`src/multi_slot_timeout_manager_top_defines.svh`:
```
// ----------------------------------------------------------------------------
// multi_slot_timeout_manager_top_defines
// assertion macros used by the timeout manager top module
// ----------------------------------------------------------------------------
`ifndef MULTI_SLOT_TIMEOUT_MANAGER_TOP_DEFINES_SVH
`define MULTI_SLOT_TIMEOUT_MANAGER_TOP_DEFINES_SVH

// implication checked on every clock edge outside reset
`define MSTM_ASSERT_IMPL(label, lhs, rhs, msg) \
	label: assert property (@(posedge clk) disable iff (!arst_n) (lhs) |-> (rhs)) \
		else $error(msg);

// next-cycle implication checked outside reset
`define MSTM_ASSERT_NEXT(label, lhs, rhs, msg) \
	label: assert property (@(posedge clk) disable iff (!arst_n) (lhs) |=> (rhs)) \
		else $error(msg);

`endif

```
`src/mstm_pkg.sv`:
```
// ----------------------------------------------------------------------------
// mstm_pkg
// shared types and constants of the timeout manager
// ----------------------------------------------------------------------------
package mstm_pkg;
	localparam int SLOTS = 8;
	localparam int SLOT_W = 3;

	localparam logic [3:0] OP_TICK    = 4'd0;
	localparam logic [3:0] OP_ALLOC   = 4'd1;
	localparam logic [3:0] OP_FREE    = 4'd2;
	localparam logic [3:0] OP_START   = 4'd3;
	localparam logic [3:0] OP_RESTART = 4'd4;
	localparam logic [3:0] OP_STOP    = 4'd5;
	localparam logic [3:0] OP_RETRY   = 4'd6;
	localparam logic [3:0] OP_UPDATE  = 4'd7;
	localparam logic [3:0] OP_ACTIVE  = 4'd8;
	localparam logic [3:0] OP_QUERY   = 4'd9;
	localparam logic [3:0] OP_TOTALS  = 4'd10;

	localparam logic [1:0] MODE_OFF     = 2'd0;
	localparam logic [1:0] MODE_ACTIVE  = 2'd1;
	localparam logic [1:0] MODE_WARN    = 2'd2;
	localparam logic [1:0] MODE_EXPIRED = 2'd3;

	localparam logic [31:0] ACT_WINDOW   = 32'd100;
	localparam logic [31:0] IDLE_DEFAULT = 32'd1000;
	localparam logic [0:0]  REG_MAX_IDLE = 1'b0;

	// per-slot record as stored in the slot table
	typedef struct packed {
		logic [31:0] start;
		logic [31:0] limit;
		logic [31:0] warn;
		logic [7:0]  rlim;
		logic [7:0]  retries;
		logic [1:0]  mode;
		logic        en;
		logic        warned;
		logic        auto_rs;
	} slot_rec_t;

	// verdict of the shared slot evaluator
	typedef struct packed {
		logic [31:0] elapsed;
		logic        reached;
		logic        warn_fire;
		logic [31:0] remaining;
		logic        may_retry;
	} slot_eval_t;
endpackage

```
`src/multi_slot_timeout_manager_top.sv`:
```
// ----------------------------------------------------------------------------
// multi_slot_timeout_manager_top
// eight-slot millisecond timeout table with a scanning update sequencer
// ----------------------------------------------------------------------------
// usage:
//   in channel (valid/ready) carries one op word with slot and allocate data
//   out channel (valid/ready) returns exactly one result word per op word
//   apb port holds the idle limit of the responsive flag at address 0
//   (reset value 1000)
// sequencing:
//   single-slot ops (tick, free, start, restart, stop, retry, activity,
//   query) go from idle straight to the done state, which loads the result
//   allocate, update and totals first walk the slots through the one shared
//   evaluator in the scan state, one slot a cycle, then form the result
//   a word is accepted only when the block is idle and the output register
//   is empty, so a new word may follow the cycle after its result is taken
// reset:
//   every slot disabled, time and totals zero, no result pending
// stall:
//   a held result stays in the output register and in_ready stays low
// ----------------------------------------------------------------------------
`include "multi_slot_timeout_manager_top_defines.svh"

module multi_slot_timeout_manager_top import mstm_pkg::*; (
	input  logic        clk,
	input  logic        arst_n,
	input  logic        in_valid,
	output logic        in_ready,
	input  logic [3:0]  op,
	input  logic [2:0]  slot,
	input  logic [31:0] limit_ms,
	input  logic [31:0] warn_ms,
	input  logic [7:0]  retry_limit,
	input  logic        auto_restart,
	output logic        out_valid,
	input  logic        out_ready,
	output logic        ok,
	output logic [2:0]  slot_id,
	output logic [1:0]  slot_state,
	output logic [31:0] elapsed_ms,
	output logic [31:0] remaining_ms,
	output logic        may_retry,
	output logic [3:0]  expired_found,
	output logic [3:0]  warned_found,
	output logic [31:0] total_expiries,
	output logic [31:0] total_warnings_seen,
	output logic        responsive,
	input  logic        psel,
	input  logic        penable,
	input  logic        pwrite,
	input  logic [1:0]  paddr,
	input  logic [31:0] pwdata,
	output logic [31:0] prdata,
	output logic        pready
);
	// sequencer states
	localparam logic [1:0] ST_IDLE = 2'd0;
	localparam logic [1:0] ST_SCAN = 2'd1;
	localparam logic [1:0] ST_DONE = 2'd2;

	logic [1:0]  state_q;
	logic [SLOT_W-1:0] idx_q;
	logic [3:0]  op_q;
	logic [2:0]  slot_q;
	logic [31:0] lim_q, warn_q;
	logic [7:0]  rlim_q;
	logic        auto_q;
	logic        found_q;
	logic [2:0]  fid_q;
	logic [3:0]  ne_q, nw_q;

	logic [31:0] max_idle_q, now_q, last_act_q, exp_tot_q, warn_tot_q;
	slot_rec_t   tab_q [SLOTS];

	logic        ov_q;
	logic        ok_q, mr_q;
	logic [2:0]  sid_q;
	logic [1:0]  sst_q;
	logic [31:0] el_q, rem_q;
	logic [3:0]  ef_q, wf_q;

	logic        accept, out_take, recent;
	logic [SLOT_W-1:0] eidx;
	slot_rec_t   erec, nrec;
	slot_eval_t  ev;

	assign in_ready = (state_q == ST_IDLE) && !ov_q;
	assign accept   = in_valid && in_ready;
	assign out_take = ov_q && out_ready;
	assign recent   = (now_q - last_act_q) < ACT_WINDOW;

	// the evaluator looks at the scanned slot or at the addressed slot
	assign eidx = (state_q == ST_SCAN) ? idx_q : slot_q;
	assign erec = tab_q[eidx];

	mstm_eval u_eval (.now_ms(now_q), .rec(erec), .res(ev));

	// apb: single register, zero wait
	assign pready = 1'b1;
	assign prdata = (paddr[1:0] == {REG_MAX_IDLE, 1'b0}) ? max_idle_q : 32'd0;

	always_ff @(posedge clk or negedge arst_n) begin
		if (!arst_n)
			max_idle_q <= IDLE_DEFAULT;
		else if (psel && penable && pwrite && paddr == {REG_MAX_IDLE, 1'b0})
			max_idle_q <= pwdata;
	end

	// update step for one slot during a scan
	always_comb begin
		nrec = erec;
		if (erec.mode != MODE_OFF) begin
			if (erec.en && ev.reached)
				nrec.mode = MODE_EXPIRED;
			else if (erec.en && ev.warn_fire) begin
				nrec.warned = 1'b1;
				nrec.mode   = MODE_WARN;
			end
			if (erec.auto_rs && recent) begin
				nrec.start  = now_q;
				nrec.mode   = MODE_ACTIVE;
				nrec.en     = 1'b1;
				nrec.warned = 1'b0;
			end
		end
	end

	always_ff @(posedge clk or negedge arst_n) begin
		if (!arst_n) begin
			state_q    <= ST_IDLE;
			idx_q      <= '0;
			now_q      <= '0;
			last_act_q <= '0;
			exp_tot_q  <= '0;
			warn_tot_q <= '0;
			ov_q       <= 1'b0;
			found_q    <= 1'b0;
			fid_q      <= '0;
			ne_q       <= '0;
			nw_q       <= '0;
			for (int i = 0; i < SLOTS; i++) tab_q[i] <= '0;
		end else begin
			if (out_take) ov_q <= 1'b0;
			case (state_q)
				ST_IDLE: begin
					if (accept) begin
						op_q    <= op;
						slot_q  <= slot;
						lim_q   <= limit_ms;
						warn_q  <= warn_ms;
						rlim_q  <= retry_limit;
						auto_q  <= auto_restart;
						idx_q   <= '0;
						found_q <= 1'b0;
						fid_q   <= '0;
						ne_q    <= '0;
						nw_q    <= '0;
						if (op == OP_ALLOC || op == OP_UPDATE || op == OP_TOTALS)
							state_q <= ST_SCAN;
						else
							state_q <= ST_DONE;
					end
				end
				ST_SCAN: begin
					case (op_q)
						OP_ALLOC: begin
							if (!found_q && erec.mode == MODE_OFF) begin
								found_q <= 1'b1;
								fid_q   <= idx_q;
							end
						end
						OP_UPDATE: begin
							tab_q[idx_q] <= nrec;
							if (erec.mode != MODE_OFF && erec.en && ev.reached) begin
								if (ne_q != 4'd15) ne_q <= ne_q + 4'd1;
								exp_tot_q <= exp_tot_q + 32'd1;
							end else if (erec.mode != MODE_OFF && erec.en && ev.warn_fire)
								begin
								if (nw_q != 4'd15) nw_q <= nw_q + 4'd1;
								warn_tot_q <= warn_tot_q + 32'd1;
							end
						end
						default: begin
							if (erec.mode == MODE_EXPIRED && ne_q != 4'd15)
								ne_q <= ne_q + 4'd1;
							else if (erec.mode == MODE_WARN && nw_q != 4'd15)
								nw_q <= nw_q + 4'd1;
						end
					endcase
					if (idx_q == SLOT_W'(SLOTS - 1))
						state_q <= ST_DONE;
					else
						idx_q <= idx_q + SLOT_W'(1);
				end
				ST_DONE: begin
					ok_q  <= 1'b0;
					sid_q <= '0;
					sst_q <= MODE_OFF;
					el_q  <= '0;
					rem_q <= '0;
					mr_q  <= 1'b0;
					ef_q  <= '0;
					wf_q  <= '0;
					case (op_q)
						OP_TICK: begin
							now_q <= now_q + 32'd1;
							ok_q  <= 1'b1;
						end
						OP_ALLOC: begin
							if (found_q) begin
								tab_q[fid_q] <= '{start: now_q, limit: lim_q,
									warn: warn_q, rlim: rlim_q, retries: 8'd0,
									mode: MODE_ACTIVE, en: 1'b1, warned: 1'b0,
									auto_rs: auto_q};
								ok_q  <= 1'b1;
								sid_q <= fid_q;
							end
						end
						OP_FREE: begin
							if (erec.mode != MODE_OFF) begin
								tab_q[slot_q] <= '0;
								ok_q <= 1'b1;
							end
						end
						OP_START, OP_RESTART: begin
							tab_q[slot_q].start  <= now_q;
							tab_q[slot_q].mode   <= MODE_ACTIVE;
							tab_q[slot_q].en     <= 1'b1;
							tab_q[slot_q].warned <= 1'b0;
							if (op_q == OP_START) tab_q[slot_q].retries <= 8'd0;
							ok_q <= 1'b1;
						end
						OP_STOP: begin
							tab_q[slot_q].en   <= 1'b0;
							tab_q[slot_q].mode <= MODE_OFF;
							ok_q <= 1'b1;
						end
						OP_RETRY: begin
							if (ev.may_retry) begin
								tab_q[slot_q].retries <= erec.retries + 8'd1;
								tab_q[slot_q].start   <= now_q;
								tab_q[slot_q].mode    <= MODE_ACTIVE;
								tab_q[slot_q].en      <= 1'b1;
								tab_q[slot_q].warned  <= 1'b0;
								ok_q <= 1'b1;
							end
						end
						OP_UPDATE, OP_TOTALS: begin
							ok_q <= 1'b1;
							ef_q <= ne_q;
							wf_q <= nw_q;
						end
						OP_ACTIVE: begin
							last_act_q <= now_q;
							ok_q <= 1'b1;
						end
						OP_QUERY: begin
							ok_q  <= 1'b1;
							sst_q <= erec.mode;
							mr_q  <= ev.may_retry;
							if (erec.en) begin
								el_q  <= ev.elapsed;
								rem_q <= ev.remaining;
							end
						end
						default: ;
					endcase
					ov_q    <= 1'b1;
					state_q <= ST_IDLE;
				end
				default: state_q <= ST_IDLE;
			endcase
		end
	end

	assign out_valid           = ov_q;
	assign ok                  = ok_q;
	assign slot_id             = sid_q;
	assign slot_state          = sst_q;
	assign elapsed_ms          = el_q;
	assign remaining_ms        = rem_q;
	assign may_retry           = mr_q;
	assign expired_found       = ef_q;
	assign warned_found        = wf_q;
	// totals are running counters that advance during update scans; responsive is combinational
	assign total_expiries      = exp_tot_q;
	assign total_warnings_seen = warn_tot_q;
	assign responsive          = (now_q - last_act_q) < max_idle_q;

	`MSTM_ASSERT_IMPL(a_ready_only_idle, in_ready, state_q == ST_IDLE && !ov_q,
		"ready outside idle")
	`MSTM_ASSERT_NEXT(a_done_gives_word, state_q == ST_DONE, ov_q && state_q == ST_IDLE,
		"done state did not load a result word")
	`MSTM_ASSERT_NEXT(a_accept_leaves_idle, accept, state_q != ST_IDLE,
		"accepted word left sequencer idle")
	`MSTM_ASSERT_IMPL(a_no_scan_with_word, state_q == ST_SCAN, !ov_q,
		"scan running while result pending")
endmodule

```
`src/mstm_eval.sv`:
```
// ----------------------------------------------------------------------------
// mstm_eval
// shared unit: elapsed time, limit and warning compare for one slot
// ----------------------------------------------------------------------------
module mstm_eval import mstm_pkg::*; (
	input  logic [31:0] now_ms,
	input  slot_rec_t   rec,
	output slot_eval_t  res
);
	logic [31:0] el;
	logic        reached;

	assign el      = now_ms - rec.start;
	assign reached = el >= rec.limit;

	always_comb begin
		res.elapsed   = el;
		res.reached   = reached;
		res.warn_fire = (rec.warn != 32'd0) && (el >= rec.warn) && !rec.warned;
		res.remaining = reached ? 32'd0 : rec.limit - el;
		res.may_retry = rec.retries < rec.rlim;
	end
endmodule
```
`config.mk`:
```
export PLATFORM = sky130hd
export DESIGN_NAME = multi_slot_timeout_manager_top
export DESIGN_NICKNAME = d
export VERILOG_FILES = /design/src/mstm_pkg.sv /design/src/multi_slot_timeout_manager_top.sv /design/src/mstm_eval.sv
export VERILOG_INCLUDE_DIRS = /design/src /design/src/src
export SDC_FILE = /design/constraint.sdc
export NUM_CORES = 2
export LEC_CHECK = 0
export ABC_CLOCK_PERIOD_IN_PS = 10100
export BUFFER_PORTS_ARGS = -buffer_cell sky130_fd_sc_hd__buf_2
export CAP_MARGIN = 20
export CORE_ASPECT_RATIO = 0.5
export CORE_UTILIZATION = 31
export DETAILED_ROUTE_END_ITERATION = 12
export PLACE_DENSITY_LB_ADDON = 0.25
export SLEW_MARGIN = 25
export SYNTH_ARGS = -nofsm -noshare
export SYNTH_HDL_FRONTEND = slang
export SYNTH_HIERARCHICAL = 1
export SYNTH_SLANG_ARGS = --single-unit
```
`constraint.sdc`:
```
create_clock -name clk -period 10.1 [get_ports clk]
set_input_delay 0.505 -clock clk [delete_from_list [all_inputs] [get_ports clk]]
set_output_delay 0.505 -clock clk [all_outputs]
set_load 0.01 [all_outputs]
```
==> flow_summary.json <==
{
  "area.growth.synth_to_final_pct": 14.4,
  "post_drt_wl_per_cell_um": 26.6,
  "post_synth.cell_area_avg_um2": 10.2,
  "min_to": "found_q",
  "firstDrtPassIters": 6,
  "final_setup_violation_count": 0,
  "grt_usage_pct": 22.8,
  "nFillCells": 23000,
  "vias_per_cell": 5.79,
  "grt_start_max_net_pins": 152,
  "p_leak_nw": 35.9,
  "cts-root-to-sink-buffers": 4,
  "area.sequential_um2": 32700,
  "timing.setup.critical_path_class": "register to register",
  "finClkSkew_ns": 0.0761,
  "critical_path.max_fanout": 45,
  "post_synth_instance_area_um2": 72300,
  "crit_path_start_kind": "register",
  "clock_insertion_delay_worst_skew_ns": 0.82,
  "min_path_type": "input pin to register",
  "route.final.wire_length_mm": 277,
  "grt_setup_unrepaired": "false",
  "drc_errors": 0,
  "first_global_vias": 58400,
  "cts.htree.levels": 4,
  "multi_input_area_um2": 36000,
  "layout-drive-gt1-share_pct": 15.0,
  "period_minus_slack_ns": 9.31,
  "max_freq_mhz": 107,
  "timing.max_cap.violations": 0,
  "final_min_period_over_clock_period_pct": 92.2,
  "antenna_cells": 0,
  "floorplan.die.width_um": 685,
  "core_area_um2": 230000,
  "drtIter0Drc": 6675,
  "hpwl_mm": 167,
  "cts_inserted_buffers": 143,
  "num_io_pins": 300,
  "finalWeightedCongestion": 0.927,
  "numPortBuffers": 298,
  "start_util_pct": 31.4,
  "yosys_warnings": 6,
  "fin_nets": 7515,
  "dieArea_um2": 235000,
  "worst_slack_ns": 0.792,
  "placement.setup.worst_slack_ns": 0.480,
  "tritoncts": "yes",
  "clock-root-buffer": "clkbuf_16",
  "endpoint_kind": "register",
  "startpoint": "state_q[1]",
  "detail-route-antenna-nets": 0,
  "antenna_found_initial": 3,
  "vias": 60200,
  "grt_pass1_wl_mm": 407,
  "cts.clk_slew.worst_paths_ns": 0.06,
  "timing.reg2reg.worst_path_depth": 24,
  "final_hold_fails": 0,
  "setup_total_negative_slack_ns": 0,
  "tritoncts_num_sinks": 1273,
  "min_delay_path_depth": 4,
  "irDropWorstVdd_uv": 238,
  "relSlewSlack_pct": 22.9,
  "fp-row-count": 124,
  "crit-reg2reg-capture": "tab_q[678]",
  "worst-slew-pin-transition_ns": 1.15,
  "number_of_pins_with_negative_max_slew_slack_in_the_final_report": 0,
  "required_ns": 10.79,
  "die_h_um": 343,
  "reg2reg_from": "state_q[1]",
  "power_density_nw_per_um2": 197,
  "grt.overflow.total": 0,
  "mappedNetlistNets": 7412,
  "status": "completed",
  "crit_arrival_ns": 10.00,
  "timing.hold.worst.start": "in_valid",
  "post_synth_inst_count": 7118,
  "ff2ff_setup_slack_ns": 0.79
}
[where the power goes]
| group | total, mW | internal (mW) | switching, mW |
|---|---|---|---|
| sequential | 5.80 | 5.51 | 0.283 |
| clock | 5.29 | 3.02 | 2.27 |
| combinational | 5.23 | 1.85 | 3.38 |
[per-stage QoR]
step	instance area [um2]	hold WS, ns	power, mW	instances	util, %
floorplan	72300	0.209	9.23	7118	-
global placement	76900	0.455	11.0	10000	33.4
detailed placement	76900	0.459	11.0	10000	33.4
CTS	82600	0.205	16.4	10400	35.9
global route	82700	0.239	17.0	10400	36.0
finish	82700	0.243	16.3	10400	36.0
[layout make-up]
class                      instances  share of cell area [%]
tap                             3087                    4.67
clock inverter                    38                   0.442
sequential                      1273                    39.5
timing repair buffer             594                    5.30
clock buffer                     204                    5.04
inverter                         329                    1.50
multi-input combinational       4880                    43.6
[state kept, by name (all words and copies together), names as in the netlist, 8 cells and up]
| register | flops |
|---|---|
| elapsed_ms | 32 |
| last_act_q | 32 |
| lim_q | 32 |
| max_idle_q | 32 |
| now_q | 32 |
| remaining_ms | 32 |
| rlim_q | 8 |
| tab_q | 936 |
| total_expiries | 32 |
| total_warnings_seen | 32 |
| warn_q | 32 |
[placed cells by master (no fill, tap or decap), types with 24 or more instances in the layout]
cell and count:
and2_1 232, nand4_1 44, a211oi_1 37, ha_1 170
o21ai_1 24, a221o_1 124, nand2b_1 32, xnor2_1 117
mux4_2 230, a22oi_1 734, and3_1 83, nor2_1 415
mux2_2 63, o21ai_0 703, mux2i_1 321, nand3_1 123
clkbuf_16 150, xor2_1 59, nor3_1 115, edfxtp_1 159
inv_1 324, clkbuf_1 33, buf_2 297, a21oi_1 164
dfrtp_1 1108, buf_4 152, nand2_1 609, dlygate4sd3_1 114
a21o_1 55
[critical path: stages, from the launching register on]
cell	delay (ns)
dfrtp_1	0.49
nand2b_2	0.43
mux2i_4	0.34
buf_12	0.37
buf_4	0.35
buf_4	0.57
mux4_2	0.58
mux2i_1	0.62
inv_1	0.26
ha_1	0.34
nor2b_1	0.12
o21ai_0	0.15
nand2b_1	0.08
a21oi_1	0.15
nor2b_1	0.06
o21ai_0	0.15
nand2b_1	0.07
a21oi_1	0.30
o221ai_1	0.18
a31oi_2	0.31
or2_4	0.80
nand2_1	0.86
a21oi_4	0.76
buf_4	0.51
a221o_1	0.22
[how the worst max path moves through the flow]
stage / end / slack [ns] / depth (start not counted)
detailed placement: total_expiries[16] / 0.48 / 30
global placement: total_expiries[16] / 0.63 / 32
global route: total_warnings_seen[21] / 0.24 / 34
floorplan: total_expiries[28] / 1.42 / 42
finish: tab_q[678] / 0.79 / 24
CTS: total_expiries[16] / 0.45 / 32
[timing repair]
action                                  4_1_cts  5_1_grt
setup buffers                                 0        0
endpoints found under the setup margin        0       20
gates resized for setup                       0        4
hold buffers                                114        0
endpoints found under the hold margin       179        0
[metal layers]
metal | global-route usage [%] | up-vias | wire, um
met5 | 0 | - | 31
met4 | 7.54 | 4 | 9040
met3 | 4.93 | 467 | 24000
met2 | 35.3 | 2666 | 124000
met1 | 31.8 | 30800 | 120000
li1 | - | 26300 | -
(Power assumes the default switching activity.)
